### src/sfu_pkg.sv
// Package: widths, register codes and shared types of the spring force unit.
package sfu_pkg;

	localparam int FRAC_BITS = 16;
	localparam int D_W       = 33;                   // |delta| magnitude
	localparam int SQ_W      = 2 * D_W;              // squared length
	localparam int ROOT_W    = D_W;                  // length
	localparam int REM_W     = ROOT_W + 2;           // root remainder
	localparam int K_W       = 31;
	localparam int DABS_W    = ROOT_W;               // |length - rest|
	localparam int DL        = (DABS_W + 1) / 2;     // split of |disp|
	localparam int PK_W      = K_W + DABS_W;
	localparam int MAG_W     = PK_W - FRAC_BITS;
	localparam int U_W       = FRAC_BITS + 1;        // unit vector component
	localparam int DIVN_W    = D_W + FRAC_BITS;
	localparam int ML        = MAG_W / 2;            // split of magnitude
	localparam int P_W       = MAG_W + U_W;
	localparam int FW        = P_W - FRAC_BITS;
	localparam int SQ_ST     = ROOT_W;               // root stages
	localparam int DV_ST     = U_W;                  // divide stages
	localparam int TINY_LEN  = ((1 << FRAC_BITS) + 5000) / 10000;
	localparam int ADDR_W    = 5;
	localparam int IDX_W     = ADDR_W - 2;

	localparam logic [IDX_W-1:0] REG_K    = IDX_W'(0);
	localparam logic [IDX_W-1:0] REG_REST = IDX_W'(1);
	localparam logic [IDX_W-1:0] REG_MODE = IDX_W'(2);
	localparam logic [IDX_W-1:0] REG_AX   = IDX_W'(3);
	localparam logic [IDX_W-1:0] REG_AY   = IDX_W'(4);

	localparam logic [1:0] MODE_PAIR   = 2'd0;
	localparam logic [1:0] MODE_ANCHOR = 2'd1;
	localparam logic [1:0] MODE_BUNGEE = 2'd2;

	typedef struct packed {
		logic [K_W-1:0] k;
		logic [K_W-1:0] rest;
		logic [1:0]     mode;
		logic [31:0]    anchor_x;
		logic [31:0]    anchor_y;
	} cfg_t;

	typedef struct packed {
		logic [D_W-1:0] ax;
		logic [D_W-1:0] ay;
		logic           sx;
		logic           sy;
		logic [K_W-1:0] k;
		logic [K_W-1:0] rest;
		logic           bungee;
	} geo_t;

	typedef struct packed {
		logic [D_W-1:0]    ax;
		logic [D_W-1:0]    ay;
		logic [ROOT_W-1:0] len;
		logic [DABS_W-1:0] dabs;
		logic [K_W-1:0]    k;
		logic              sx;
		logic              sy;
		logic              dneg;
		logic              skip;
	} chk_t;

	typedef struct packed {
		logic [MAG_W-1:0] mag;
		logic             dneg;
		logic             sx;
		logic             sy;
		logic             skip;
	} frc_t;

endpackage

### src/sfu_div.sv
// Pipelined restoring divider, one quotient bit per stage.
module sfu_div import sfu_pkg::*; (
	input  logic              clk,
	input  logic              arst_n,
	input  logic              en,
	input  logic              in_vld,
	input  logic [DIVN_W-1:0] num,
	input  logic [ROOT_W-1:0] den,
	output logic              out_vld,
	output logic [U_W-1:0]    quo
);
	logic              vld_s [DV_ST];
	logic [DIVN_W-1:0] rem_s [DV_ST];
	logic [ROOT_W-1:0] den_s [DV_ST];
	logic [U_W-1:0]    quo_s [DV_ST];

	for (genvar i = 0; i < DV_ST; i++) begin : g_st
		logic              vld_i;
		logic [DIVN_W-1:0] rem_i;
		logic [ROOT_W-1:0] den_i;
		logic [U_W-1:0]    quo_i;
		logic [DIVN_W-1:0] shd;

		if (i == 0) begin : g_first
			assign vld_i = in_vld;
			assign rem_i = num;
			assign den_i = den;
			assign quo_i = '0;
		end else begin : g_next
			assign vld_i = vld_s[i-1];
			assign rem_i = rem_s[i-1];
			assign den_i = den_s[i-1];
			assign quo_i = quo_s[i-1];
		end

		assign shd = DIVN_W'(den_i) << (DV_ST - 1 - i);

		always_ff @(posedge clk or negedge arst_n) begin
			if (!arst_n) begin
				vld_s[i] <= 1'b0;
			end else if (en) begin
				vld_s[i] <= vld_i;
			end
		end

		always_ff @(posedge clk) begin
			if (en) begin
				den_s[i] <= den_i;
				if (rem_i >= shd) begin
					rem_s[i] <= rem_i - shd;
					quo_s[i] <= {quo_i[U_W-2:0], 1'b1};
				end else begin
					rem_s[i] <= rem_i;
					quo_s[i] <= {quo_i[U_W-2:0], 1'b0};
				end
			end
		end
	end

	assign out_vld = vld_s[DV_ST-1];
	assign quo     = quo_s[DV_ST-1];
endmodule

### config.mk
export PLATFORM = sky130hd
export DESIGN_NAME = sfu_div
export DESIGN_NICKNAME = d
export VERILOG_FILES = /design/src/sfu_pkg.sv /design/src/sfu_div.sv
export SDC_FILE = /design/constraint.sdc
export NUM_CORES = 2
export LEC_CHECK = 0
export BUFFER_PORTS_ARGS = -buffer_cell sky130_fd_sc_hd__buf_2
export CAP_MARGIN = 20
export CORE_UTILIZATION = 55
export CTS_CLUSTER_DIAMETER = 50
export DETAILED_ROUTE_END_ITERATION = 10
export GPL_TIMING_DRIVEN = 1
export PLACE_DENSITY_LB_ADDON = 0.3
export RECOVER_POWER = 25
export SETUP_SLACK_MARGIN = 0.02
export SLEW_MARGIN = 15
export SYNTH_ARGS = -nofsm -noshare
export SYNTH_HDL_FRONTEND = slang
export SYNTH_SLANG_ARGS = --single-unit
export TNS_END_PERCENT = 30
### constraint.sdc
create_clock -name clk -period 5.1 [get_ports clk]
set_input_delay 0.51 -clock clk [delete_from_list [all_inputs] [get_ports clk]]
set_output_delay 0.51 -clock clk [all_outputs]
set_load 0.05 [all_outputs]
==> results.txt <==
----------------------------------------------------
[Finish]
  FF+latch area ... 0.0444 sq mm
  Post-route design area ... 0.0936 sq mm
  Total Nets Final ... 8,645
  Most frequent cells in the layout ... 1,464 x sky130_fd_sc_hd__edfxtp_1, 706 x sky130_fd_sc_hd__inv_1, 671 x sky130_fd_sc_hd__nand2_1
  Multi-input gate area in the final layout ... 0.0360 sq mm
  Filler Cell Count ... 12,000
  Commonest non-fill, non-tap cell in the layout ... sky130_fd_sc_hd__edfxtp_1
  Layout overhead on the synthesized area ... 11.7%
  Share of post-route cells with drive strength above 1 ... 7.57%

[Pwr]
  Static Leakage ... 0.0371 uW
  PD cells ... 572 mW/mm^2
  Worst IR drop on VDD ... 0.370 mV

[Logic synthesis]
  Post-synthesis async set-or-reset flop share ... 1.15%
  Count of different cell masters after synthesis ... 98
  Yosys warnings ... 0
  Post-Synthesis Net Count ... 8,418
  Post-synthesis sequential area ratio ... 53.0%
  Number of cells produced by synthesis ... 7,755
  Flop and latch count out of synthesis ... 1,482
  Average size of a mapped cell ... 10.8 sq um
  Most instantiated flip-flop cell in the synthesis netlist ... sky130_fd_sc_hd__edfxtp_1
  Number of enable flip-flop cells after synthesis ... 1,464
  Combined area of all synthesized cells ... 0.0838 sq mm

[Global route]
  GRT Overall Usage ... 26.8%
  Pin count of the biggest net entering global routing ... 197
  Gr ovfl total ... 0
  Via count of the first global-routing pass ... 60,300
  Global-route wire length before repair ... 318 mm
  Initial antenna violation count ... 4

[Worst setup path]
  Start point of the critical path ... rem_s[2][13]$_DFFE_PP_
  Worst setup path class ... register to register
  Worst-path fanout max ... 36
  WP data arrival ... 5.07 ns
  End of the worst register-to-register path ... rem_s[3][14]$_DFFE_PP_
  Endpoint required time on the critical path ... 5.65 ns
  FF-to-FF setup slack ... 0.58 ns
  Length in cells of the worst reg-to-reg path ... 13
  Capture point of the worst path ... rem_s[3][14]$_DFFE_PP_
  Capturing element type of the critical path ... register
  RR Startpoint ... rem_s[2][13]$_DFFE_PP_
  CP Launch Type ... register

[Clocking]
  Maximum level of the CTS H-tree ... 4
  Clock tree from TritonCTS ... yes
  Number of buffers created by CTS ... 178
  Post-CTS Setup Bufs ... 0
  Insertion delay to the later sink of the worst-skew pair ... 0.81 ns
  Sink count of the clock tree ... 1,482
  Clock edge transition at the registers on the reported setup and hold paths ... 0.06 ns
  Max clock buf depth ... 3
  Buffer cell driving the clock tree root ... sky130_fd_sc_hd__clkbuf_16

[STA]
  Fin crit share ... 88.6%
  Minimum period implied by the final worst setup slack ... 4.52 ns
  Final setup skew ... 0.0264 ns
  Max Freq ... 221 MHz
  Slew Limit Fails ... 0
  Final number of hold-violating endpoints ... 0
  Setup violations, final ... 0
  Fin Setup TNS ... 0 ns
  Transition time at the pin with the least slew margin ... 1.12 ns
  Headroom to the max-slew limit ... 24.8%
  Setup repair after global routing missed its margin ... false

[Detailed routing]
  DRC marker count from the first detailed-route iteration ... 3,785
  Remaining number of nets flagged by the antenna check after routing ... 0
  Mean routed wirelength per cell ... 20.3 um
  Drt drc ... 1
  Router iterations before antenna repair ... 6
  Via count ... 58,800
  DRT Wirelength ... 206 mm
  Drt via density ... 5.79

[Outcome]
  Violations in the final reports ... DRC
  Outcome ... finished with violations

[Floorplanning]
  Vertical extent of the die ... 392 um
  Starting density of the core ... 55.7%
  Count of pins on the block boundary ... 104
  Die footprint ... 0.154 sq mm
  Core Region ... 0.150 sq mm
  Overall die width ... 392 um
  Placement row count ... 142

[Placed design]
  Number of buffer cells added on primary ports ... 103
  Estimated wirelength of the detail-placed design ... 159 mm
  Final Wtd Congestion ... 1.06
  Instance area at placement ... 0.0871 sq mm

[Job]
  Number of max-cap violations ... 0

[Min path]
  Tightest Hold Check Type ... primary input to register

----------------------------------------------------
## flip-flops by register name, summed over array words and instances (netlist names)
signal	cells
den_s	528
g_st.vld_i	16
out_vld	1
quo_s	153
rem_s	784
## per-layer routing
layer  GRT usage, %  up-vias  routed length, um
met5              0        -                  0
met4           19.9        0              17000
met3           3.21      677               5830
met2           54.9     1452             116000
met1           23.0    27700              66700
li1               -    28900                  -
## worst min path at each step
stage                     cells after the start                    endpoint                   start
after global routing                          2      rem_s[0][23]$_DFFE_PP_                 num[23]
after global placement                        0     quo_s[12][10]$_DFFE_PP_  quo_s[11][9]$_DFFE_PP_
after detailed placement                      0     quo_s[10][10]$_DFFE_PP_   quo_s[9][9]$_DFFE_PP_
after CTS                                     2      rem_s[0][48]$_DFFE_PP_                 num[48]
final                                         2      rem_s[0][37]$_DFFE_PP_                 num[37]
after floorplan                               0  g_st[10].vld_i$_DFFE_PN0P_                  arst_n
## stage by stage
step           utilization, %  power, uW  setup WS (ns)  cells  hold WS (ns)
6_report                 62.2      53600          0.583  10100        0.0471
5_1_grt                  62.2      56900          0.304  10100        0.0107
4_1_cts                  62.3      53500          0.577  10100       0.00406
3_5_place_dp             57.9      40800          0.578   9761         0.405
3_3_place_gp             57.9      40400         0.0983   9759         0.401
2_1_floorplan               -      35000           1.45   7755         0.214
## synth_stat cells, drive strengths merged, types with 122 or more instances
library cell  count  area [sq um]
nand3           138           691
o21ai           602          3020
a21oi           648          3250
ha              561          7020
xor2            268          2350
a21o            264          1980
edfxtp         1464         44000
nor2            448          1680
inv             709          2660
xnor2           311          2720
nand4           122           763
clkbuf          195           732
nand2           671          2520
## power breakdown
part | leakage [uW] | switching (uW) | internal (uW)
Sequential | 0.0144 | 1810 | 17600
Combinational | 0.0198 | 12700 | 8870
Clock | 0.00288 | 5210 | 7400
Total | 0.0371 | 19700 | 33900
## worst max-delay path: stages (launching register included)
cell                       delay, ns
sky130_fd_sc_hd__edfxtp_1       0.39
sky130_fd_sc_hd__inv_1          0.07
sky130_fd_sc_hd__ha_1           0.15
sky130_fd_sc_hd__inv_1          0.05
sky130_fd_sc_hd__fa_1           0.40
sky130_fd_sc_hd__a21o_1         0.24
sky130_fd_sc_hd__a31o_2         0.25
sky130_fd_sc_hd__a31o_2         0.30
sky130_fd_sc_hd__a222oi_1       0.72
sky130_fd_sc_hd__a311oi_1       0.39
sky130_fd_sc_hd__a311oi_1       0.31
sky130_fd_sc_hd__or2_2          0.38
sky130_fd_sc_hd__buf_12         0.23
sky130_fd_sc_hd__mux2_2         0.34
## logic make-up (layout without fill, tap and decap cells)
kind of cell / after synthesis / after routing / synth area share [%]
XOR/XNOR: 579 / 579 / 6.05
adder cells (fa/ha/maj): 577 / 577 / 8.76
flip-flops: 1482 / 1482 / 53.0
buffers and inverters: 938 / 1312 / 4.25
multiplexers: 80 / 80 / 1.07
AO/OA/AOI/OAI: 2077 / 2077 / 15.2
other: 0 / 3 / 0
AND/OR/NAND/NOR: 2022 / 2022 / 11.7
## what timing repair did
item | 4_1_cts | 5_1_grt
hold buffers | 57 | 0
hold endpoints to repair | 73 | 0
gates resized for setup | 0 | 0
## cell type report
type                       instances  share of cell area (%)
inverter                         709                    2.84
sequential                      1482                    47.4
tap                             2016                    2.69
clock buffer                     202                    4.87
clock inverter                   125                    1.51
multi-input combinational       5335                    38.4
antenna                            3                 0.00802
timing repair buffer             276                    2.22
(Power assumes the default switching activity.)
