--- config.mk ---
export PLATFORM = sky130hd
export DESIGN_NAME = sfu_isqrt
export DESIGN_NICKNAME = d
export VERILOG_FILES = /design/src/sfu_pkg.sv /design/src/sfu_isqrt.sv
export SDC_FILE = /design/constraint.sdc
export NUM_CORES = 2
export LEC_CHECK = 0
export ABC_CLOCK_PERIOD_IN_PS = 10500
export BUFFER_PORTS_ARGS = -buffer_cell sky130_fd_sc_hd__buf_2
export CAP_MARGIN = 20
export CORE_UTILIZATION = 30
export DETAILED_ROUTE_END_ITERATION = 7
export PLACE_DENSITY = 0.5
export SYNTH_ARGS = -nofsm -noshare
export SYNTH_HDL_FRONTEND = slang
export SYNTH_MEMORY_MAX_BITS = 65536
export SYNTH_SLANG_ARGS = --single-unit
--- constraint.sdc ---
create_clock -name clk -period 10.5 [get_ports clk]
set_input_delay 1.575 -clock clk [delete_from_list [all_inputs] [get_ports clk]]
set_output_delay 1.575 -clock clk [all_outputs]
set_load 0.005 [all_outputs]
--- src/sfu_pkg.sv ---
// Package: widths, register codes and shared types of the spring force unit.
package sfu_pkg;

	localparam int FRAC_BITS = 16;
	localparam int D_W       = 33;                   // |delta| magnitude
	localparam int SQ_W      = 2 * D_W;              // squared length
	localparam int ROOT_W    = D_W;                  // length
	localparam int REM_W     = ROOT_W + 2;           // root remainder
	localparam int K_W       = 31;
	localparam int DABS_W    = ROOT_W;               // |length - rest|
	localparam int DL        = (DABS_W + 1) / 2;     // split of |disp|
	localparam int PK_W      = K_W + DABS_W;
	localparam int MAG_W     = PK_W - FRAC_BITS;
	localparam int U_W       = FRAC_BITS + 1;        // unit vector component
	localparam int DIVN_W    = D_W + FRAC_BITS;
	localparam int ML        = MAG_W / 2;            // split of magnitude
	localparam int P_W       = MAG_W + U_W;
	localparam int FW        = P_W - FRAC_BITS;
	localparam int SQ_ST     = ROOT_W;               // root stages
	localparam int DV_ST     = U_W;                  // divide stages
	localparam int TINY_LEN  = ((1 << FRAC_BITS) + 5000) / 10000;
	localparam int ADDR_W    = 5;
	localparam int IDX_W     = ADDR_W - 2;

	localparam logic [IDX_W-1:0] REG_K    = IDX_W'(0);
	localparam logic [IDX_W-1:0] REG_REST = IDX_W'(1);
	localparam logic [IDX_W-1:0] REG_MODE = IDX_W'(2);
	localparam logic [IDX_W-1:0] REG_AX   = IDX_W'(3);
	localparam logic [IDX_W-1:0] REG_AY   = IDX_W'(4);

	localparam logic [1:0] MODE_PAIR   = 2'd0;
	localparam logic [1:0] MODE_ANCHOR = 2'd1;
	localparam logic [1:0] MODE_BUNGEE = 2'd2;

	typedef struct packed {
		logic [K_W-1:0] k;
		logic [K_W-1:0] rest;
		logic [1:0]     mode;
		logic [31:0]    anchor_x;
		logic [31:0]    anchor_y;
	} cfg_t;

	typedef struct packed {
		logic [D_W-1:0] ax;
		logic [D_W-1:0] ay;
		logic           sx;
		logic           sy;
		logic [K_W-1:0] k;
		logic [K_W-1:0] rest;
		logic           bungee;
	} geo_t;

	typedef struct packed {
		logic [D_W-1:0]    ax;
		logic [D_W-1:0]    ay;
		logic [ROOT_W-1:0] len;
		logic [DABS_W-1:0] dabs;
		logic [K_W-1:0]    k;
		logic              sx;
		logic              sy;
		logic              dneg;
		logic              skip;
	} chk_t;

	typedef struct packed {
		logic [MAG_W-1:0] mag;
		logic             dneg;
		logic             sx;
		logic             sy;
		logic             skip;
	} frc_t;

endpackage

--- src/sfu_isqrt.sv ---
// Pipelined integer square root, one root bit per stage.
module sfu_isqrt import sfu_pkg::*; (
	input  logic              clk,
	input  logic              arst_n,
	input  logic              en,
	input  logic              in_vld,
	input  logic [SQ_W-1:0]   rad,
	output logic              out_vld,
	output logic [ROOT_W-1:0] root
);
	logic              vld_s  [SQ_ST];
	logic [SQ_W-1:0]   rad_s  [SQ_ST];
	logic [ROOT_W-1:0] root_s [SQ_ST];
	logic [REM_W-1:0]  rem_s  [SQ_ST];

	for (genvar i = 0; i < SQ_ST; i++) begin : g_st
		logic              vld_i;
		logic [SQ_W-1:0]   rad_i;
		logic [ROOT_W-1:0] root_i;
		logic [REM_W-1:0]  rem_i;
		logic [REM_W+1:0]  acc;
		logic [REM_W+1:0]  trial;

		if (i == 0) begin : g_first
			assign vld_i  = in_vld;
			assign rad_i  = rad;
			assign root_i = '0;
			assign rem_i  = '0;
		end else begin : g_next
			assign vld_i  = vld_s[i-1];
			assign rad_i  = rad_s[i-1];
			assign root_i = root_s[i-1];
			assign rem_i  = rem_s[i-1];
		end

		assign acc   = {rem_i, rad_i[SQ_W-1 -: 2]};
		assign trial = (REM_W+2)'({root_i, 2'b01});

		always_ff @(posedge clk or negedge arst_n) begin
			if (!arst_n) begin
				vld_s[i] <= 1'b0;
			end else if (en) begin
				vld_s[i] <= vld_i;
			end
		end

		always_ff @(posedge clk) begin
			if (en) begin
				rad_s[i] <= rad_i << 2;
				if (acc >= trial) begin
					rem_s[i]  <= REM_W'(acc - trial);
					root_s[i] <= {root_i[ROOT_W-2:0], 1'b1};
				end else begin
					rem_s[i]  <= REM_W'(acc);
					root_s[i] <= {root_i[ROOT_W-2:0], 1'b0};
				end
			end
		end
	end

	assign out_vld = vld_s[SQ_ST-1];
	assign root    = root_s[SQ_ST-1];
endmodule

==> impl_metrics.csv <==
group,metric,value,unit
sta,tns,0,ns
floorplan,initial_utilization,0.3016,
min_path,min-delay-path-class,"reg2reg",
yosys,synth_nets,10560,
clock_network,cts_num_sinks,2717,
clock_network,cts-root-to-sink-buffers,4,
yosys,synth_fa_ha_area_frac,0.05891,
drt,vias,75710,
clock_network,h-tree-depth,5,
drt,drt_pre_antenna_iters,5,
sta,fin_ws,5.839,ns
worst_setup_path,timing.rr.start,"root_s[13][0]",
grt,grt_first_pass_wirelength,424600,um
yosys,post_synth_inst_count,9893,
layout,design_area,0.1443,sq mm
sta,max_freq,214.5,MHz
worst_setup_path,worst_setup_path_startpoint,"root_s[13][0]",
worst_setup_path,cpMaxStageDelayCell,"sky130_fd_sc_hd__and3_1",
yosys,yosys_warnings,0,
yosys,synth-edff-count,2683,
worst_setup_path,worstPathArrival,5.26,ns
floorplan,fp.dieH,652.1,um
sta,maxSlewViolCount,0,
pwr,share_comb_of_total_power,0.190,
yosys,synth-compound-area-share,0.09457,
layout,area_growth,13.77,%
yosys,synth_top_family_by_area,"simple AND/OR/NAND/NOR gates",
worst_setup_path,worstPathMaxFanout,22,
drt,route.detailed.vias_per_inst,4.715,
outcome,run_status,"finished, final reports clean",
place,gpl_wtd_cong,0.8723,
worst_setup_path,critPathKind,"reg2reg",
clock_network,cts_inserted_buffers,316,
pwr,cellLeakagePower,54.03,nW
sta,final_min_period_over_clock_period,0.4439,
worst_setup_path,cp.buffers_inverters,2,
worst_setup_path,cp.depth,14,
yosys,post_synth_and_or_nand_nor_area_fraction,0.1035,
drt,antenna_left,0,
grt,track_usage,0.1233,
yosys,syn-cell-area,0.1268,sq mm
sta,fin_worst_skew,0.04982,ns
pwr,total_internal_power,22.34,mW
place,dpl_cell_area,0.1342,sq mm
pwr,cellPowerDensity,216.2,mW/mm^2
pwr,worst_ir_drop_vdd,0.0001469,V
layout,most-common-layout-cells,"sky130_fd_sc_hd__edfxtp_1, sky130_fd_sc_hd__inv_1, sky130_fd_sc_hd__nand2_1",
drt,drt-wirelength-per-cell,16.80,um
yosys,synth_top_flop_cell,"sky130_fd_sc_hd__edfxtp_1",
worst_setup_path,cp_slowest_stage_delay,0.51,ns
clock_network,post_cts_hold_buffer_count,0,
layout,final-seq-area,0.08141,sq mm
grt,gr-total-overflow,0,
pwr,seq_power_share,0.469,
worst_setup_path,path_delay_family,"simple AND/OR/NAND/NOR gates",
floorplan,core.rowCount,238,
clock_network,clock_insertion_delay_worst_skew,0.92,ns
place,dp.final_hpwl,193600,um
layout,final_nets,10820,
clock_network,cts_resized,0,
grt,first_global_vias,76150,
worst_setup_path,worstReg2RegEnd,"rem_s[14][19]",
worst_setup_path,regToRegSetupSlack,5.84,ns
layout,post_route_cells_drive_above_1_share,0.07999,
place,number_of_i_o_port_buffers,103,
floorplan,floorplan.die_area,0.4253,sq mm
drt,total_wire_length,269700,um
sta,relSlewSlack,0.2322,
floorplan,core_area,0.4205,sq mm
sta,count_of_endpoints_failing_hold_in_the_final_timing_report,0,
clock_network,clock_pin_slew_of_the_registers_on_the_worst_case_setup_and_hold_paths,0.06,ns
layout,most_common_cell_after_layout_fill_and_taps_aside,"sky130_fd_sc_hd__edfxtp_1",
yosys,postSynthRegisterBits,2717,
min_path,hold_path_depth,0,
layout,multi_input_logic_area,0.04170,sq mm
yosys,post_synth_num_cell_types,98,
drt,drt_drc_violations_left,0,
worst_setup_path,path_cells,"inv_1 -> ha_1 -> o21a_1 -> o21a_1 -> o21ai_0 -> a21oi_1 -> nor4_1 -> o21a_1 -> o21a_1 -> and3_1 -> inv_1 -> nand2_1 -> nor4_1 -> xor2_1",
layout,fillers,41040,
worst_setup_path,worst-endpoint-required,11.10,ns
yosys,yosysSeqAreaShare,0.6420,
sta,post-route-min-period,4.661,ns
yosys,multiplexer_area_fraction_after_synthesis,0.01009,
worst_setup_path,timing.critical_path.to,"rem_s[14][19]",
sta,rsz0062_at_grt,"false",
yosys,synth-async-reset-ratio,0.01215,
flow_run,number_of_max_capacitance_violations_reported,0,
floorplan,design.portCount,104,
pwr,power_frac_clock,0.340,
worst_setup_path,timing.critical_path.mode_cell,"sky130_fd_sc_hd__o21a_1",
clock_network,clockRootBuffer,"sky130_fd_sc_hd__clkbuf_16",
yosys,post_synth_xor_area_fraction,0.06092,
sta,setup-violations-final,0,
worst_setup_path,endpoint_kind,"flop",
floorplan,die_x,652.1,um
clock_network,cts_setup_buffers,0,
sta,tightestPinTransition,1.143,ns
place,dp_slack,4.916,ns
drt,first_iter_violations,5391,
pwr,net_switching_share_of_the_total_power,0.2837,
clock_network,cts_tree,"built",
worst_setup_path,ff2ff_path_depth,14,
grt,grt_antenna_before_repair,3,
worst_setup_path,setup.worst_path.start_class,"flop",
pwr,netSwitchingPower,8.848,mW
yosys,synth.avg_cell_area,12.82,sq um
grt,maximum_number_of_pins_on_one_net_before_global_route_repair,140,
==> cell families (layout without fill, tap and decap cells) <==
logic type / Yosys count / count (layout)
compound gates: 1939 / 1939
simple gates: 2641 / 2641
fa+ha+maj: 597 / 597
xor+xnor: 882 / 882
other cells: 0 / 1
flops: 2717 / 2717
mux: 116 / 116
buf+inv: 1001 / 1522
==> flip-flops by register name, summed over array words and instances, names as in the netlist <==
register,flops
g_st.vld_i,32
rad_s,1056
rem_s,1067
root_s,561
out_vld,1
==> power by group through the flow <==
stage                     logic [mW]  registers [mW]  clock network (mW)
after CTS                       5.96            14.7                11.1
after global placement          5.83            14.9                   0
after floorplan                 4.54            14.4                   0
final                           5.93            14.6                10.6
after detailed placement        5.92            14.9                   0
after global routing            6.65            14.8                11.4
==> layout make-up <==
class | instances | share of cell area
multi-input combinational | 6175 | 0.2891
clock buffer | 384 | 0.05709
inverter | 773 | 0.02011
timing repair buffer | 171 | 0.008187
clock inverter | 194 | 0.01231
sequential | 2717 | 0.5643
antenna | 1 | 0.00001735
tap | 5640 | 0.04891
==> Yosys cell counts (176+ instances only) <==
cell type / count / share of area
sky130_fd_sc_hd__a21o_1: 255 / 0.015
sky130_fd_sc_hd__a21oi_1: 558 / 0.022
sky130_fd_sc_hd__clkbuf_1: 199 / 0.0059
sky130_fd_sc_hd__edfxtp_1: 2683 / 0.64
sky130_fd_sc_hd__ha_1: 597 / 0.059
sky130_fd_sc_hd__inv_1: 768 / 0.023
sky130_fd_sc_hd__nand2_1: 750 / 0.022
sky130_fd_sc_hd__nand3_1: 176 / 0.0069
sky130_fd_sc_hd__nor2_1: 537 / 0.016
sky130_fd_sc_hd__nor3_1: 276 / 0.011
sky130_fd_sc_hd__o21ai_0: 564 / 0.022
sky130_fd_sc_hd__xnor2_1: 457 / 0.032
sky130_fd_sc_hd__xor2_1: 425 / 0.029
==> per-stage QoR <==
| step | util | std cells | hold slack [ns] | power [mW] |
|---|---|---|---|---|
| floorplan | - | 9893 | 0.4003 | 18.91 |
| global placement | 0.3192 | 15470 | 0.4008 | 20.73 |
| detailed placement | 0.3192 | 15480 | 0.4045 | 20.81 |
| CTS | 0.3430 | 16050 | 0.3792 | 31.70 |
| global route | 0.3431 | 16060 | 0.3965 | 32.87 |
| finish | 0.3431 | 16060 | 0.3879 | 31.19 |
==> how the worst min path moves through the flow <==
stage,startpoint,endpoint,slack [ns]
2_1_floorplan,rad_s[0][934],rad_s[0][1000],0.40
3_3_place_gp,rad_s[0][990],rad_s[0][1056],0.40
3_5_place_dp,rad_s[0][1019],rad_s[0][1085],0.40
4_1_cts,rad_s[0][1209],rad_s[0][1275],0.38
5_1_grt,rad_s[0][163],rad_s[0][229],0.40
6_report,rad_s[0][1209],rad_s[0][1275],0.39
==> metal layers <==
layer | up-vias | GRT usage | part of all wire | wire length [um]
met5 | - | 0 | 0 | 0
met4 | 0 | 0.04934 | 0.041 | 10960
met3 | 569 | 0.01582 | 0.036 | 9579
met2 | 1418 | 0.2174 | 0.49 | 133200
met1 | 36670 | 0.1524 | 0.43 | 116000
li1 | 37050 | - | - | -
(Power assumes the default switching activity.)
