==> src/sfu_pkg.sv <==
// Package: widths, register codes and shared types of the spring force unit.
package sfu_pkg;

	localparam int FRAC_BITS = 16;
	localparam int D_W       = 33;                   // |delta| magnitude
	localparam int SQ_W      = 2 * D_W;              // squared length
	localparam int ROOT_W    = D_W;                  // length
	localparam int REM_W     = ROOT_W + 2;           // root remainder
	localparam int K_W       = 31;
	localparam int DABS_W    = ROOT_W;               // |length - rest|
	localparam int DL        = (DABS_W + 1) / 2;     // split of |disp|
	localparam int PK_W      = K_W + DABS_W;
	localparam int MAG_W     = PK_W - FRAC_BITS;
	localparam int U_W       = FRAC_BITS + 1;        // unit vector component
	localparam int DIVN_W    = D_W + FRAC_BITS;
	localparam int ML        = MAG_W / 2;            // split of magnitude
	localparam int P_W       = MAG_W + U_W;
	localparam int FW        = P_W - FRAC_BITS;
	localparam int SQ_ST     = ROOT_W;               // root stages
	localparam int DV_ST     = U_W;                  // divide stages
	localparam int TINY_LEN  = ((1 << FRAC_BITS) + 5000) / 10000;
	localparam int ADDR_W    = 5;
	localparam int IDX_W     = ADDR_W - 2;

	localparam logic [IDX_W-1:0] REG_K    = IDX_W'(0);
	localparam logic [IDX_W-1:0] REG_REST = IDX_W'(1);
	localparam logic [IDX_W-1:0] REG_MODE = IDX_W'(2);
	localparam logic [IDX_W-1:0] REG_AX   = IDX_W'(3);
	localparam logic [IDX_W-1:0] REG_AY   = IDX_W'(4);

	localparam logic [1:0] MODE_PAIR   = 2'd0;
	localparam logic [1:0] MODE_ANCHOR = 2'd1;
	localparam logic [1:0] MODE_BUNGEE = 2'd2;

	typedef struct packed {
		logic [K_W-1:0] k;
		logic [K_W-1:0] rest;
		logic [1:0]     mode;
		logic [31:0]    anchor_x;
		logic [31:0]    anchor_y;
	} cfg_t;

	typedef struct packed {
		logic [D_W-1:0] ax;
		logic [D_W-1:0] ay;
		logic           sx;
		logic           sy;
		logic [K_W-1:0] k;
		logic [K_W-1:0] rest;
		logic           bungee;
	} geo_t;

	typedef struct packed {
		logic [D_W-1:0]    ax;
		logic [D_W-1:0]    ay;
		logic [ROOT_W-1:0] len;
		logic [DABS_W-1:0] dabs;
		logic [K_W-1:0]    k;
		logic              sx;
		logic              sy;
		logic              dneg;
		logic              skip;
	} chk_t;

	typedef struct packed {
		logic [MAG_W-1:0] mag;
		logic             dneg;
		logic             sx;
		logic             sy;
		logic             skip;
	} frc_t;

endpackage

==> src/sfu_cfg.sv <==
// Configuration registers behind the APB-style port.
module sfu_cfg import sfu_pkg::*; (
	input  logic              clk,
	input  logic              arst_n,
	input  logic              psel,
	input  logic              penable,
	input  logic              pwrite,
	input  logic [ADDR_W-1:0] paddr,
	input  logic [31:0]       pwdata,
	output logic [31:0]       prdata,
	output logic              pready,
	output cfg_t              cfg
);
	cfg_t             cfg_q;
	logic [IDX_W-1:0] idx;
	logic             wr;

	assign idx    = paddr[ADDR_W-1:2];
	assign wr     = psel && penable && pwrite;
	assign pready = 1'b1;
	assign cfg    = cfg_q;

	always_ff @(posedge clk or negedge arst_n) begin
		if (!arst_n) begin
			cfg_q.k        <= K_W'(1 << FRAC_BITS);
			cfg_q.rest     <= K_W'(1 << FRAC_BITS);
			cfg_q.mode     <= MODE_PAIR;
			cfg_q.anchor_x <= '0;
			cfg_q.anchor_y <= '0;
		end else if (wr) begin
			case (idx)
				REG_K:    cfg_q.k        <= pwdata[K_W-1:0];
				REG_REST: cfg_q.rest     <= pwdata[K_W-1:0];
				REG_MODE: cfg_q.mode     <= pwdata[1:0];
				REG_AX:   cfg_q.anchor_x <= pwdata;
				REG_AY:   cfg_q.anchor_y <= pwdata;
				default:  ;
			endcase
		end
	end

	always_comb begin
		case (idx)
			REG_K:    prdata = 32'(cfg_q.k);
			REG_REST: prdata = 32'(cfg_q.rest);
			REG_MODE: prdata = 32'(cfg_q.mode);
			REG_AX:   prdata = cfg_q.anchor_x;
			REG_AY:   prdata = cfg_q.anchor_y;
			default:  prdata = '0;
		endcase
	end
endmodule

==> config.mk <==
export PLATFORM = sky130hd
export DESIGN_NAME = sfu_cfg
export DESIGN_NICKNAME = d
export VERILOG_FILES = /design/src/sfu_pkg.sv /design/src/sfu_cfg.sv
export SDC_FILE = /design/constraint.sdc
export NUM_CORES = 1
export LEC_CHECK = 0
export ABC_AREA = 1
export BUFFER_PORTS_ARGS = -buffer_cell sky130_fd_sc_hd__buf_2
export CORE_ASPECT_RATIO = 0.7
export CORE_UTILIZATION = 50
export DETAILED_ROUTE_END_ITERATION = 10
export PLACE_DENSITY_LB_ADDON = 0.12
export SLEW_MARGIN = 40
export SYNTH_ARGS = -nofsm -noshare
export SYNTH_HDL_FRONTEND = slang
export SYNTH_SLANG_ARGS = --single-unit
==> constraint.sdc <==
create_clock -name clk -period 1.55 [get_ports clk]
set_input_delay 0.0775 -clock clk [delete_from_list [all_inputs] [get_ports clk]]
set_output_delay 0.0775 -clock clk [all_outputs]
set_load 0.02 [all_outputs]
==> run_results.csv, run 1 <==
group,metric,value,unit
status,status,"complete, no violations",
yosys,synth_edf_count,0,
global_routing,grt_pass1_vias,5951,
clock_network,cts_num_sinks,128,
yosys,synth_area_leaders,"dfrtp_1 (50%), nand2_1 (20%), o21ai_0 (9.6%)",
worst_setup_path,critical_path_class,"flop to primary output",
placed_design,place_congestion,0.830,
worst_setup_path,cp-start-kind,"flop",
routing,dr.pass1.iters,5,
global_routing,grt_usage,31.1,%
finish,n_fill_cell,991,
min_path,hold_path_class,"input pin to asynchronous set/reset pin",
sta,fmax,713,MHz
yosys,yosysMostFrequentCell,"nand2_1",
sta,min_period_over_period,90.5,%
yosys,synth_top_family_by_area,"simple AND/OR/NAND/NOR gates",
routing,drt_iter0_drc,491,
yosys,synthMuxAreaShare,0,%
yosys,ys_top_cells_by_count,"nand2_1 (344), dfrtp_1 (126), o21ai_0 (121), inv_1 (95), nand3_1 (62)",
yosys,synthAdderAreaFrac,0,%
routing,drc,0,
clock_network,clk_pin_slew,0.06,ns
yosys,synth_seq_area_share,50.9,%
sta,hold-worst-slack,0.154,ns
sta,rsz0062_at_grt,"no",
pwr,power_density,1400,nW/um2
worst_setup_path,arrival,1.32,ns
floorplanning,start_util,52.6,%
yosys,yosysTopAreaCellShare,50.0,%
pwr,ir_drop,0.000893,V
yosys,avgSynthCellArea,7.56,um2
yosys,synthArstFlopShare,100,%
floorplanning,die_w,136,um
floorplanning,dieArea,13100,um2
finish,largest_register_ffs,128,
worst_setup_path,crit_required,1.47,ns
pwr,leakage,4.78,nW
yosys,yosys.area_share.simple,27.9,%
sta,hold_viol,0,
placed_design,port_buffers,199,
routing,via_per_inst,5.14,
yosys,synth_top_area_cell,"dfrtp_1",
floorplanning,die_h,95.9,um
sta,fin_crit,1.40,ns
sta,slew_viol_final,0,
clock_network,htree_levels,4,
clock_network,clock_latency,0.41,ns
global_routing,antenna_found_initial,0,
worst_setup_path,cp-end-kind,"primary output",
sta,setup_viol,0,
global_routing,grt_max_degree,47,
routing,num_vias,6339,
global_routing,globalRouteOverflowTotal,0,
global_routing,grt_first_pass_wirelength,30.9,mm
placed_design,dp_hpwl,12.8,mm
floorplanning,core_area,12000,um2
sta,fin_worst_skew,0,ns
finish,area_growth,34.5,%
yosys,yosys_warnings,0,
floorplanning,io_pins,203,
clock_network,cts_buffers,17,
clock_network,cts-resized-gates,0,
finish,layout-drive-gt1-share,25.7,%
sta,fin_setup_tns,0,ns
yosys,synth_cell_types,25,
yosys,synth-compound-area-share,10.3,%
finish,antennaDiodeCount,0,
job,cap_violations,0,
floorplanning,core.rowCount,33,
routing,wl_per_cell,15.7,um
yosys,ys_ff_latch,128,
clock_network,cts_max_path_buffers,2,
yosys,synth_area,6300,um2
pwr,fin_total_pwr,11.9,mW
clock_network,cts_tree,"yes",
yosys,syn-instance-count,834,
worst_setup_path,crit_fanout,2,
yosys,ys.flop_type,"dfrtp_1",
yosys,synthXorXnorAreaFrac,0,%
clock_network,root_buffer,"clkbuf_16",
finish,nNetsFinal,1106,
yosys,syn-num-nets,876,
routing,drt.antenna.violating_nets,0,
routing,routed_wl,19.4,mm
cell families (layout without fill, tap and decap cells):
group                  Yosys count  count (layout)
other                            1               1
AO/OA/AOI/OAI                  130             130
buffers and inverters          151             393
AND/OR/NAND/NOR                424             424
flip-flops                     128             128
path summary, 6_finish.rpt:
kind / startpoint / to / slack [ns] / cells after the start
max: cfg[45]$_DFFE_PN0P_ / prdata[13] / 0.15 / 5
min: arst_n / cfg[61]$_DFFE_PN0P_ / 0.15 / 2
max reg2reg: cfg[113]$_DFFE_PN1P_ / cfg[113]$_DFFE_PN1P_ / 0.81 / 2
min reg2reg: cfg[113]$_DFFE_PN1P_ / cfg[113]$_DFFE_PN1P_ / 0.49 / 2
max in group asynchronous: arst_n / cfg[113]$_DFFE_PN1P_ / 0.80 / 3
min in group clk: paddr[2] / cfg[65]$_DFFE_PN0P_ / 0.21 / 4
cell usage in the layout, fill, tap and decap left out:
| master | n |
|---|---|
| buf_12 | 6 |
| buf_2 | 198 |
| buf_4 | 25 |
| buf_6 | 1 |
| bufinv_16 | 5 |
| clkbuf_1 | 1 |
| clkbuf_16 | 17 |
| clkbuf_8 | 2 |
| clkinv_2 | 4 |
| clkinv_4 | 1 |
| clkinvlp_4 | 1 |
| conb_1 | 1 |
| dfrtp_1 | 126 |
| dfstp_2 | 2 |
| dlygate4sd3_1 | 33 |
| inv_1 | 95 |
| inv_2 | 3 |
| inv_4 | 1 |
| nand2_1 | 344 |
| nand2_2 | 1 |
| nand2_4 | 2 |
| nand3_1 | 62 |
| nand3_2 | 2 |
| nand3_4 | 1 |
| nand4_1 | 3 |
| nor2_1 | 3 |
| nor2_2 | 1 |
| nor2_4 | 3 |
| nor2_8 | 1 |
| nor3_1 | 1 |
| o21ai_0 | 121 |
| o21ai_1 | 8 |
| o22ai_1 | 1 |
report_power, final:
group          switching [mW]  total, mW  leakage, nW  internal (mW)
sequential              0.490       4.51         1.60           4.02
clock                    1.43       4.36        0.316           2.92
combinational            2.04       3.02         2.86          0.973
total                    3.97       11.9         4.78           7.91
through the flow:
step / area [um2] / setup slack, ns / std cells / util, %
floorplan: 6300 / 0.419 / 834 / -
global placement: 7500 / 0.199 / 1169 / 62.7
detailed placement: 7500 / 0.174 / 1169 / 62.7
CTS: 8480 / 0.136 / 1233 / 70.8
global route: 8480 / 0.0761 / 1233 / 70.8
finish: 8480 / 0.148 / 1233 / 70.8
metal layers:
layer | vias to the layer above | GRT usage, % | routed length [um]
met5 | - | 0 | 0
met1 | 2969 | 44.0 | 8750
li1 | 3051 | - | -
met4 | 0 | 8.61 | 220
met2 | 295 | 48.6 | 8750
met3 | 24 | 6.32 | 1660
critical path, cell delays in order (launching register included):
cell,delay (ns)
dfrtp_1,0.39
inv_1,0.07
o21ai_0,0.18
inv_1,0.07
nand2_1,0.06
buf_2,0.15
cell type report:
class / count / area (um2) / share of cell area, %
Timing Repair Buffer: 263 / 1640 / 19.3
Clock inverter: 11 / 186 / 2.20
Inverter: 99 / 374 / 4.41
Multi-Input combinational cell: 555 / 2420 / 28.5
Sequential cell: 128 / 3210 / 37.8
Tap cell: 157 / 196 / 2.32
Clock buffer: 20 / 457 / 5.39
timing repair:
item                      4_1_cts  5_1_grt
hold endpoints to repair      254        0
hold buffers                   33        0
setup buffers                   0        0
Note: power is estimated with default switching activity, not from simulation.
==> run 2: changes to the inputs <==
--- a/config.mk
+++ b/config.mk
@@ -7,7 +7,7 @@
 export LEC_CHECK = 0
 export ABC_AREA = 1
 export BUFFER_PORTS_ARGS = -buffer_cell sky130_fd_sc_hd__buf_2
-export CORE_ASPECT_RATIO = 0.7
+export CORE_ASPECT_RATIO = 0.5
 export CORE_UTILIZATION = 50
 export DETAILED_ROUTE_END_ITERATION = 10
 export PLACE_DENSITY_LB_ADDON = 0.12
==> run_results.csv, run 2 (same netlist as run 1, synthesis figures left out) <==
group,metric,value,unit
clock_network,htree_levels,4,
global_routing,grt_usage,31.1,%
sta,slew_viol_final,0,
job,cap_violations,0,
floorplanning,io_pins,203,
worst_setup_path,cp-end-kind,"primary output",
placed_design,place_congestion,0.813,
clock_network,clock_latency,0.41,ns
sta,setup_viol,0,
pwr,ir_drop,0.000731,V
min_path,hold_start,"paddr[4]",
finish,final_core_util,69.7,%
clock_network,cts_tree,"yes",
clock_network,cts_num_sinks,128,
sta,fin_worst_skew,0,ns
global_routing,antenna_found_initial,0,
global_routing,grt_max_degree,76,
finish,seq_area,3210,um2
sta,fin_crit,1.44,ns
placed_design,dp_hpwl,12.6,mm
routing,via_per_inst,5.15,
floorplanning,core.rowCount,28,
finish,layout_commonest_cell,"nand2_1",
sta,min_period_over_period,93.0,%
sta,fmax,694,MHz
worst_setup_path,crit_required,1.47,ns
finish,layout-drive-gt1-share,25.3,%
worst_setup_path,cp-start-kind,"input pin",
clock_network,post-cts-setup-buffer-count,0,
routing,num_vias,6372,
placed_design,dp_slack,0.165,ns
placed_design,port_buffers,199,
sta,hold_viol,0,
floorplanning,die_w,161,um
finish,largest_register_ffs,128,
finish,nNetsFinal,1102,
clock_network,root_buffer,"clkbuf_16",
min_path,hold_path_class,"input pin to flop",
global_routing,grt_pass1_vias,6097,
finish,n_fill_cell,1029,
routing,routed_wl,19.3,mm
worst_setup_path,critical_path_class,"input pin to primary output",
status,status,"complete, no violations",
routing,wl_per_cell,15.6,um
clock_network,clk_pin_slew,0.06,ns
global_routing,grt_first_pass_wirelength,31.3,mm
finish,antennaDiodeCount,0,
global_routing,globalRouteOverflowTotal,0,
finish,area_growth,33.3,%
floorplanning,start_util,52.3,%
sta,fin_setup_tns,0,ns
worst_setup_path,crit_fanout,12,
worst_setup_path,startpoint,"paddr[3]",
clock_network,cts-resized-gates,0,
worst_setup_path,worst_r2r_startpoint,"cfg[113]$_DFFE_PN1P_",
clock_network,cts_hold_buffers,33,
clock_network,cts_max_path_buffers,2,
pwr,power_density,1370,nW/um2
floorplanning,die_h,81.4,um
pwr,leakage,4.73,nW
finish,layout_common_cells,"nand2_1 (344), buf_2 (198), dfrtp_1 (126), o21ai_0 (121), inv_1 (95)",
placed_design,placed_area,7480,um2
sta,setup_ws,0.109,ns
routing,dr.pass1.iters,7,
pwr,fin_total_pwr,11.5,mW
floorplanning,core_area,12100,um2
routing,drc,0,
worst_setup_path,arrival,1.36,ns
sta,rsz0062_at_grt,"no",
clock_network,cts_buffers,17,
floorplanning,dieArea,13100,um2
routing,drt_iter0_drc,513,
routing,drt.antenna.violating_nets,0,
finish,multi_input_area,2420,um2
finish,stdcell_area,8400,um2
run 2: critical path: stages:
cell and delay [ns]:
buf_2 0.15, nor2_4 0.33, buf_4 0.29, nand3_1 0.08, o21ai_0 0.11, inv_1 0.08
nand2_1 0.07, buf_2 0.15
run 2: metal layers:
metal | track usage (%) | share of wire (%) | vias to the layer above
met2 | 50.5 | 46 | 282
li1 | - | - | 3034
met3 | 6.69 | 8.6 | 29
met4 | 9.91 | 1.3 | 0
met1 | 42.2 | 44 | 3027
met5 | 0 | 0 | -
run 2: worst paths after layout:
path,to,slack [ns],depth (start not counted)
max,prdata[2],0.11,8
min,cfg[121]$_DFFE_PN0P_,0.16,6
max reg2reg,cfg[113]$_DFFE_PN1P_,0.80,2
min reg2reg,cfg[82]$_DFFE_PN1P_,0.48,2
max in group asynchronous,cfg[113]$_DFFE_PN1P_,0.91,3
min in group asynchronous,cfg[31]$_DFFE_PN0P_,0.22,3
run 2: area by class of cell:
cell class	count	share of cell area, %
Inverter	99	4.45
Tap cell	165	2.46
Sequential cell	128	38.2
Multi-Input combinational cell	555	28.8
Timing Repair Buffer	259	19.1
Clock inverter	9	1.31
Clock buffer	23	5.69
run 2: report_power, final:
part	switching (mW)	internal [mW]	total (mW)	leakage, nW
clock network	1.49	2.50	3.99	0.279
logic	2.03	0.965	3.00	2.84
registers	0.500	4.02	4.52	1.60
total	4.02	7.48	11.5	4.73
run 2: through the flow:
| step | cells | hold WS (ns) |
|---|---|---|
| 2_1_floorplan | 834 | -0.218 |
| 3_3_place_gp | 1173 | 0.103 |
| 3_5_place_dp | 1173 | 0.105 |
| 4_1_cts | 1238 | 0.148 |
| 5_1_grt | 1238 | 0.197 |
| 6_report | 1238 | 0.162 |
